--- config.mk ---
export PLATFORM = sky130hd
export DESIGN_NAME = sorted_priority_queue
export DESIGN_NICKNAME = d
export VERILOG_FILES = /design/src/spq_pkg.sv /design/src/spq_cell.sv /design/src/sorted_priority_queue.sv
export SDC_FILE = /design/constraint.sdc
export NUM_CORES = 2
export LEC_CHECK = 0
export BUFFER_PORTS_ARGS = -buffer_cell sky130_fd_sc_hd__buf_4
export CORE_ASPECT_RATIO = 1.2
export CORE_MARGIN = 3
export CORE_UTILIZATION = 58
export CTS_BUF_LIST = sky130_fd_sc_hd__clkbuf_8
export DETAILED_ROUTE_END_ITERATION = 8
export PLACE_DENSITY = 0.85
export SETUP_SLACK_MARGIN = 0.2
export SLEW_MARGIN = 25
export SYNTH_ARGS = -nofsm -noshare
export SYNTH_HDL_FRONTEND = slang
export SYNTH_SLANG_ARGS = --single-unit
--- constraint.sdc ---
create_clock -name clk -period 5 [get_ports clk]
set_clock_uncertainty 0.2 [all_clocks]
set_input_delay 0.5 -clock clk [delete_from_list [all_inputs] [get_ports clk]]
set_output_delay 0.5 -clock clk [all_outputs]
set_load 0.1 [all_outputs]
--- src/spq_pkg.sv ---
// Shared types and constants for the sorted priority queue.
`default_nettype none
package spq_pkg;

	localparam int DEPTH_DEF = 16;
	localparam int IDENT_W   = 16;
	localparam int PRIO_W    = 16;
	localparam int COUNT_W   = 5;

	typedef enum logic [1:0] {
		MODE_INSERT = 2'd0,
		MODE_POP    = 2'd1,
		MODE_PEEK   = 2'd2,
		MODE_FIND   = 2'd3
	} mode_t;

	typedef enum logic [1:0] {
		ST_OK    = 2'd0,
		ST_EMPTY = 2'd1,
		ST_FULL  = 2'd2
	} status_t;

	typedef enum logic [1:0] {
		OP_HOLD   = 2'd0,
		OP_INSERT = 2'd1,
		OP_POP    = 2'd2
	} cell_op_t;

	// Broadcast to every cell of the chain.
	typedef struct packed {
		cell_op_t                   op;
		logic [IDENT_W-1:0]         ident;
		logic signed [PRIO_W-1:0]   prio;
	} cell_ctrl_t;

endpackage
`default_nettype wire

--- src/spq_cell.sv ---
// One slot of the sorted chain: holds an entry and shifts it toward a neighbor.
`default_nettype none
module spq_cell (
	input  wire logic                              clk,
	input  wire spq_pkg::cell_ctrl_t               ctrl,
	input  wire logic                              occupied,
	input  wire logic                              left_ge,
	input  wire logic [spq_pkg::IDENT_W-1:0]       left_ident,
	input  wire logic signed [spq_pkg::PRIO_W-1:0] left_prio,
	input  wire logic [spq_pkg::IDENT_W-1:0]       right_ident,
	input  wire logic signed [spq_pkg::PRIO_W-1:0] right_prio,
	output logic                                   ge,
	output logic                                   hit,
	output logic [spq_pkg::IDENT_W-1:0]            ident,
	output logic signed [spq_pkg::PRIO_W-1:0]      prio
);
	import spq_pkg::*;

	logic [IDENT_W-1:0]       ident_q;
	logic signed [PRIO_W-1:0] prio_q;

	// An empty slot counts as lower than any new entry, so the insert point is
	// always found at or before the first free slot.
	assign ge    = !occupied || (ctrl.prio >= prio_q);
	assign hit   = occupied && (ident_q == ctrl.ident);
	assign ident = ident_q;
	assign prio  = prio_q;

	always_ff @(posedge clk) begin
		case (ctrl.op)
			OP_INSERT: begin
				if (ge && !left_ge) begin
					ident_q <= ctrl.ident;
					prio_q  <= ctrl.prio;
				end else if (ge) begin
					ident_q <= left_ident;
					prio_q  <= left_prio;
				end
			end
			OP_POP: begin
				ident_q <= right_ident;
				prio_q  <= right_prio;
			end
			default: begin
			end
		endcase
	end

endmodule
`default_nettype wire

--- src/sorted_priority_queue.sv ---
// Top level of the sorted priority queue: chain of entry cells and result register.
// The queue keeps up to DEPTH entries sorted by descending priority in a row of
// cells; slot 0 is the head. Every cell compares the incoming priority in the
// same cycle, so an insert or a pop shifts the whole row together.
// Input beat: s_tuser carries the request kind (insert, pop, peek, contains),
// s_tdata the identity and priority. Each request gives exactly one output beat
// with the head entry (pop and peek only), a status code, the contains flag, the
// entry count after the request and an empty flag.
// The output beat follows in the cycle after an accepted input beat. One
// request is taken per cycle while the output is not held; the rate is set by the
// row's parallel compare and shift plus the identity match OR across all cells.
// The output beat is held in a register; while it waits on m_tready the block
// takes no new request (s_tready is low), and nothing inside changes.
// Reset empties the queue and clears the output valid; the stored entries are
// not cleared, slots beyond the count are simply never shown.
`default_nettype none
module sorted_priority_queue #(
	parameter int DEPTH = spq_pkg::DEPTH_DEF
) (
	input  wire logic        clk,
	input  wire logic        arst_n,
	input  wire logic        s_tvalid,
	output logic             s_tready,
	input  wire logic [31:0] s_tdata,   // ident[15:0], prio[31:16]
	input  wire logic [1:0]  s_tuser,   // mode[1:0]
	output logic             m_tvalid,
	input  wire logic        m_tready,
	// head_ident[15:0], head_prio[31:16], status[33:32], found[34],
	// entry_count[39:35], queue_empty[40], zero fill[47:41]
	output logic [47:0]      m_tdata
);
	import spq_pkg::*;

	localparam int CNT_W = $clog2(DEPTH + 1);

	logic [CNT_W-1:0] count_q;
	logic [CNT_W-1:0] count_nxt;
	logic             m_valid_q;
	logic [47:0]      m_data_q;

	logic                     accept;
	mode_t                    mode;
	logic                     is_full;
	logic                     no_entries;
	cell_ctrl_t               ctrl;
	logic                     found;
	status_t                  status;
	logic [IDENT_W-1:0]       head_ident;
	logic [PRIO_W-1:0]        head_prio;

	logic [IDENT_W-1:0]       cell_ident [DEPTH];
	logic signed [PRIO_W-1:0] cell_prio  [DEPTH];
	logic [DEPTH-1:0]         cell_ge;
	logic [DEPTH-1:0]         cell_hit;

	assign s_tready   = !m_valid_q || m_tready;
	assign accept     = s_tvalid && s_tready;
	assign mode       = mode_t'(s_tuser);
	assign is_full    = (count_q == CNT_W'(DEPTH));
	assign no_entries = (count_q == '0);

	always_comb begin
		ctrl.op    = OP_HOLD;
		ctrl.ident = s_tdata[15:0];
		ctrl.prio  = $signed(s_tdata[31:16]);
		count_nxt  = count_q;
		status     = ST_OK;
		head_ident = '0;
		head_prio  = '0;
		found      = 1'b0;
		case (mode)
			MODE_INSERT: begin
				if (is_full) begin
					status = ST_FULL;
				end else begin
					ctrl.op   = accept ? OP_INSERT : OP_HOLD;
					count_nxt = count_q + CNT_W'(1);
				end
			end
			MODE_POP, MODE_PEEK: begin
				if (no_entries) begin
					status = ST_EMPTY;
				end else begin
					head_ident = cell_ident[0];
					head_prio  = cell_prio[0];
					if (mode == MODE_POP) begin
						ctrl.op   = accept ? OP_POP : OP_HOLD;
						count_nxt = count_q - CNT_W'(1);
					end
				end
			end
			MODE_FIND: begin
				found = |cell_hit;
			end
			default: begin
			end
		endcase
	end

	for (genvar i = 0; i < DEPTH; i++) begin : g_cell
		localparam logic [CNT_W-1:0] IDX = CNT_W'(i);
		logic                     left_ge;
		logic [IDENT_W-1:0]       left_ident;
		logic signed [PRIO_W-1:0] left_prio;
		logic [IDENT_W-1:0]       right_ident;
		logic signed [PRIO_W-1:0] right_prio;

		if (i == 0) begin : g_first
			assign left_ge    = 1'b0;
			assign left_ident = '0;
			assign left_prio  = '0;
		end else begin : g_inner
			assign left_ge    = cell_ge[i-1];
			assign left_ident = cell_ident[i-1];
			assign left_prio  = cell_prio[i-1];
		end

		if (i == DEPTH - 1) begin : g_last
			assign right_ident = '0;
			assign right_prio  = '0;
		end else begin : g_mid
			assign right_ident = cell_ident[i+1];
			assign right_prio  = cell_prio[i+1];
		end

		spq_cell u_cell (
			.clk         (clk),
			.ctrl        (ctrl),
			.occupied    (IDX < count_q),
			.left_ge     (left_ge),
			.left_ident  (left_ident),
			.left_prio   (left_prio),
			.right_ident (right_ident),
			.right_prio  (right_prio),
			.ge          (cell_ge[i]),
			.hit         (cell_hit[i]),
			.ident       (cell_ident[i]),
			.prio        (cell_prio[i])
		);
	end

	always_ff @(posedge clk or negedge arst_n) begin
		if (!arst_n) begin
			count_q   <= '0;
			m_valid_q <= 1'b0;
		end else begin
			if (accept) begin
				count_q   <= count_nxt;
				m_valid_q <= 1'b1;
			end else if (m_tready) begin
				m_valid_q <= 1'b0;
			end
		end
	end

	always_ff @(posedge clk) begin
		if (accept) begin
			m_data_q <= {7'b0, (count_nxt == '0), COUNT_W'(count_nxt), found,
				status, head_prio, head_ident};
		end
	end

	assign m_tvalid = m_valid_q;
	assign m_tdata  = m_data_q;

endmodule
`default_nettype wire

# Yosys cells after proc, flatten, opt, wreduce, memory -nomap -nowiden
# Cells that the tools add are included.
[classes]
n_addsub = 2
order_cmp = 32
eq_ne = 38
mux = 109
bitwise_logic = 1
n_reduce_logical = 105
[op_table]
columns = ["operator", "count"]
rows = [
  ["$pmux 16 s2", 32],
  ["$mux 16", 62],
  ["$eq 16x16->1", 16],
  ["$ge 16x16->1", 16],
  ["$ne 3x1->1 const B", 15],
  ["$lt 4x5->1 const A", 8],
  ["$logic_and 1x1->1", 32],
  ["$logic_not 1->1", 32],
  ["$reduce_and 2->1", 16],
  ["$lt 3x5->1 const A", 4],
  ["$logic_or 1x1->1", 17],
  ["$reduce_or 16->1", 1],
  ["$mux 5", 3],
  ["$logic_not 5->1", 2],
  ["$lt 1x5->1 const A", 2],
  ["$lt 2x5->1 const A", 2],
  ["$pmux 5 s2", 1],
  ["$mux 2", 4],
  ["$pmux 2 s2", 2],
  ["$eq 2x2->1 const B", 3],
  ["$add 5x1->5 const B", 1],
  ["$eq 5x5->1 const B", 1],
  ["$mux 1", 5],
  ["$sub 5x1->5 const B", 1],
  ["6 further kinds", 9],
]
[word_totals]
ff_bits = 559
in_bits = 38
output_inout_bits = 50
elab_cells = 324

# Longest topological paths before layout
[logic_depth]
ltp_word = 10
ltp_mapped = 15
ltp_nobuf = 10

# Modules after synthesis
# From an unflattened synthesis, not the netlist that was laid out.
[hier_totals]
hier_cells = 5744
hier_area_um2 = 52332.7
[by_module_without_submodules]
columns = ["mod", "instances", "cells_per_inst", "area_per_inst_um2", "seq_area_each_um2"]
rows = [
  ["spq_cell (g_cell[0].u_cell ...)", 11, 370, 3323.2, 960.9],
  ["spq_cell (g_cell[5].u_cell ...)", 4, 296, 2736.4, 960.9],
  ["spq_cell (g_cell[9].u_cell)", 1, 273, 2417.3, 960.9],
  ["sorted_priority_queue", 1, 217, 2414.8, 1381.3],
]

# Least setup slack after synthesis
# No wires, ideal clock.
[synth_path]
path_type = "register -> register"
from = "register m_valid_q, in the netlist m_tvalid"
to = "register g_cell[0].u_cell.ident_q[0] (enable)"
setup_ns = 0.432
arrival_ns = 5.517
required_time_ns = 4.368
slack_ns = -1.148
stages_incl_launch_ff = 14
n_path_buf = 5
period_less_slack_ns = 6.148
cell_sequence = "dfrtp_1 nand2b_1 nand2_1 nor2_1 nand3_1 inv_1 ha_1 clkbuf_1 buf_1 buf_1 clkbuf_1 clkbuf_1 nor2_1 a21oi_1"
[synth_between]
elab_chain_len = 10
word_cells_on_any_way = 14
classes_between = "3 x eq/ne; 6 x mux; 5 x reduce/logical"
[synth_rtl]
columns = ["element", "line", "source"]
rows = [
  ["start: declaration", "sorted_priority_queue.sv:38", "logic m_valid_q;"],
  ["start signal: assignment", "sorted_priority_queue.sv:145", "m_valid_q <= 1'b0;"],
  ["start signal: assignment", "sorted_priority_queue.sv:149", "m_valid_q <= 1'b1;"],
  ["start signal: assignment", "sorted_priority_queue.sv:151", "m_valid_q <= 1'b0;"],
  ["$logic_not 1->1 (*)", "sorted_priority_queue.sv:56", "assign s_tready = !m_valid_q || m_tready;"],
  ["$logic_or 1x1->1 (*)", "sorted_priority_queue.sv:56", ""],
  ["net s_tready", "sorted_priority_queue.sv:23", "output logic s_tready,"],
  ["$logic_and 1x1->1 (*)", "sorted_priority_queue.sv:57", "assign accept = s_tvalid && s_tready;"],
  ["$mux 2", "sorted_priority_queue.sv:87", "ctrl.op = accept ? OP_POP : OP_HOLD;"],
  ["$mux 2", "sorted_priority_queue.sv:86", "if (mode == MODE_POP) begin"],
  ["$mux 2", "sorted_priority_queue.sv:81", "if (no_entries) begin"],
  ["$pmux 2 s2 (*)", "sorted_priority_queue.sv:71", "case (mode)"],
  ["$eq 2x1->1 / $eq 2x2->1 (equally long branches)", "spq_cell.sv:30", "case (ctrl.op)"],
  ["$ne 2x1->1 (no source line) / $reduce_bool 2->1 (equally long branches)", "-", ""],
  ["$reduce_and 2->1 (no source line) (*)", "-", ""],
  ["end signal: assignment", "spq_cell.sv:33", "ident_q <= ctrl.ident;"],
  ["end signal: assignment", "spq_cell.sv:36", "ident_q <= left_ident;"],
  ["end signal: assignment", "spq_cell.sv:41", "ident_q <= right_ident;"],
  ["end: declaration", "spq_cell.sv:19", "logic [IDENT_W-1:0] ident_q;"],
]
# Mark *: on every way through the listed nets, which the timed path passes. The rest lies on a longest branch.
# A chain may end at the register's enable or synchronous reset.

# Worst setup path in the final report
[layout_path]
from = "register count_q[1]"
to = "register g_cell[13].u_cell.ident_q[15] (data pin)"
[layout_between]
elab_chain_len = 7
word_cells_on_any_way = 17
classes_between = "2 x order compare; 3 x eq/ne; 5 x mux; 7 x reduce/logical"
[layout_rtl]
columns = ["element", "line", "source"]
rows = [
  ["start: declaration", "sorted_priority_queue.sv:36", "logic [CNT_W-1:0] count_q;"],
  ["start signal: assignment", "sorted_priority_queue.sv:148", "count_q <= count_nxt;"],
  ["$lt 4x5->1", "sorted_priority_queue.sv:129", ".occupied (IDX < count_q),"],
  ["$logic_not 1->1", "spq_cell.sv:24", "assign ge = !occupied || (ctrl.prio >= prio_q);"],
  ["$logic_or 1x1->1", "spq_cell.sv:24", ""],
  ["$logic_not 1->1", "spq_cell.sv:32", "if (ge && !left_ge) begin"],
  ["$logic_and 1x1->1", "spq_cell.sv:32", ""],
  ["$mux 16", "spq_cell.sv:32", ""],
  ["$pmux 16 s2 (*)", "spq_cell.sv:30", ""],
  ["end signal: assignment", "spq_cell.sv:33", ""],
  ["end signal: assignment", "spq_cell.sv:36", ""],
  ["end signal: assignment", "spq_cell.sv:41", ""],
  ["end: declaration", "spq_cell.sv:19", ""],
]
# Mark *: on every way between the ends. The rest lies on a longest branch, timed or not.

==> impl_metrics.tcl <==
set metrics [dict create \
    initial_core_util 0.587 \
    yosysTopAreaCell "edfxtp_1" \
    die_area_mm2 0.0697 \
    grt_pass1_wl_mm 175 \
    regArea_mm2 0.0168 \
    hold_ws_ns 0.0290 \
    yosys.area_share.simple 0.155 \
    synth-adder-area-share 0.0858 \
    antenna_found_initial 1 \
    cp-start-kind "flip-flop" \
    tritoncts "done" \
    p_per_area_mw_per_mm2 348 \
    htree_num_levels 3 \
    place_ws_ns 0.779 \
    via_per_inst 6.67 \
    clkLatencyLatePin_ns 0.75 \
    overflow 0 \
    clock-sinks 559 \
    ys.flop_type "edfxtp_1" \
    synth_area_mm2 0.0386 \
    synth_seq_cells 559 \
    max_cap_viol_count 0 \
    grt_pass1_vias 32000 \
    hold_viol_final 0 \
    crit_required_ns 5.30 \
    area_growth_pct 8.56 \
    synth-edff-count 553 \
    seq_area_frac_synth 0.434 \
    p_int_mw 9.27 \
    grt_use_met1 0.384 \
    tightest_slew_ns 1.05 \
    drtPass1Iterations 6 \
    path_max_fanout 40 \
    grt_max_degree 101 \
    rsz0062_at_grt "no" \
    ys_top_cells_by_count "edfxtp_1, inv_1, nand2_1, nand3_1, ha_1" \
    synth_xor_xnor_area_share 0.0592 \
    p_seq_frac 0.419 \
    status "completed" \
    dp.cells 4724 \
    syn_inst 3978 \
    fin_cells 4897 \
    num_rows 103 \
    async_reset_ff_frac 0.0107 \
    drv_slew 0 \
    yosysMostFrequentCell "edfxtp_1" \
    leakage_nw 16.0 \
    chipWidth_um 242 \
    hpwl_mm 83.7 \
    core_mm2 0.0659 \
    power_frac_comb 0.309 \
    path_clk_slew_ns 0.07 \
    ant_nets 0 \
    track_usage 0.316 \
    numCtsBuffers 91 \
    worst_path_largest_cell_delay_ns 0.68 \
    crit_buf_inv 3 \
    vdd_ir_drop_max_uv 367 \
    path_class "reg -> reg" \
    synth_area_leaders "edfxtp_1, ha_1, o311ai_0, nand3_1, xor2_1" \
    clkPwrFrac 0.272 \
    ctsResizeCount 0 \
    cts_setup_buffers 0 \
    place_congestion 0.948 \
    fin_ws_ns 0.837 \
    timing.fmax_mhz 240 \
    grt_use_met2 0.529 \
    multi_input_area_mm2 0.0190 \
    pin_count 88 \
    drc 0 \
    synth_compound_area_frac 0.173 \
    period_minus_slack_ns 4.16 \
    synth_top_family_by_area "compound AO/OA/AOI/OAI gates" \
    setup_viol 0 \
    tns_ns 0 \
    cts_hold_buffers 4 \
    yosysWarnings 0 \
    yosysTopAreaCellShare 0.430 \
    cts_root_buffer "clkbuf_8" \
    use_met3 0.0513 \
    path_cells "inv_1 -> ha_1 -> nand3_1 -> nand2_1 -> nor3_1 -> inv_1 -> ha_4 -> nor2b_1 -> buf_4 -> nand3_1 -> o311ai_0" \
    ys_types 75 \
    setup.worst_path.end_class "flip-flop" \
    hold_path.class "in -> reg" \
    num-fill-cells 5059 \
    avgSynthCellArea_um2 9.71 \
    layout.nets 4233 \
    die_h_um 289 \
    top_usage_layer "met2" \
    io_buffers 80 \
    power.switching_mw 5.32 \
    cp.arrival_ns 4.47 \
    synth_mux_area_frac 0.0122 \
    initialDrtViolationCount 3970 \
    vias 32700 \
    maxSlewHeadroom 0.295 \
    switching_share 0.365 \
    drt-total-wl_mm 113 \
    drive_above_1_share 0.0979 \
    crit_family "simple AND/OR/NAND/NOR gates" \
    final_core_util 0.637 \
    post-route-period-util 0.833 \
    crit_slowest_cell "nor3_1" \
    clk_path_buf_depth 3 \
    routedWlPerCell_um 23.1 \
]
state kept, by name, indices dropped and copies added (netlist names):
name / flops
g_cell.u_cell.ident: 256
g_cell.u_cell.prio: 256
m_tvalid: 1
m_tdata: 41
count_q: 5
path summary, 6_finish.rpt:
check / end / slack [ns] / start / cells past startpoint
worst max register to register: g_cell[13].u_cell.ident[15] / 0.84 / count_q[1] / 11
worst min register to register: g_cell[0].u_cell.prio[10] / 0.35 / g_cell[1].u_cell.prio[10] / 1
worst min-delay path: g_cell[12].u_cell.prio[0] / 0.03 / s_tdata[16] / 3
min in group asynchronous: count_q[4] / 0.53 / arst_n / 3
worst max-delay path: g_cell[13].u_cell.ident[15] / 0.84 / count_q[1] / 11
max in group asynchronous: m_tvalid / 3.82 / arst_n / 3
worst min-delay path: cells and delay by family:
family,cells,cell delay (ns)
buf+inv,1,0.09
compound gates,2,0.21
layout make-up:
type                    instances  share of cell area
multi-input cells            2645               0.454
clock inverters                70             0.00949
inverters                     424              0.0380
well taps                     892              0.0266
diodes                          1           0.0000597
flip-flops and latches        559               0.400
repair buffers                209              0.0402
clock buffers                  97              0.0318
power groups by stage:
stage | logic (mW) | registers (mW) | clock network, mW
finish | 4.51 | 6.11 | 3.97
global route | 4.83 | 6.15 | 4.18
CTS | 4.42 | 6.10 | 3.98
detailed placement | 4.40 | 6.19 | 0
global placement | 4.23 | 6.17 | 0
floorplan | 2.99 | 6.31 | 0
logic make-up after synthesis:
family	Yosys count
AND/OR/NAND/NOR	1197
AO/OA/AOI/OAI	873
buffers and inverters	780
flip-flops	559
adder cells (fa/ha/maj)	265
XOR/XNOR	261
multiplexers	42
other	1
routing by layer:
layer / routed length (µm) / share of wire
met2: 53800 / 0.48
met5: 0 / 0
met3: 10700 / 0.094
met1: 41400 / 0.37
met4: 7300 / 0.065
layout by cell type, fill, tap and decap left out, drive strengths merged, types with 32 or more instances in the layout:
master  synthesis  routed
a211oi         50      50
a21o           54      54
a21oi         186     186
a221o         113     113
and3           32      32
buf            98     205
clkbuf        258      97
clkinv          0      34
edfxtp        553     553
ha            265     265
inv           424     455
mux2           39      39
nand2         374     374
nand2b         75      75
nand3         349     349
nand4          85      85
nor2           72      72
nor2b          66      66
nor4           61      61
o21ai          50      50
o311ai        321     321
xnor2          77      77
xor2          184     184
metrics by stage:
stage	total power, mW	area [µm²]
6_report	14.6	41900
5_1_grt	15.2	41900
4_1_cts	14.5	41900
3_5_place_dp	10.6	40100
3_3_place_gp	10.4	40100
2_1_floorplan	9.30	38700
(Power assumes the default switching activity.)
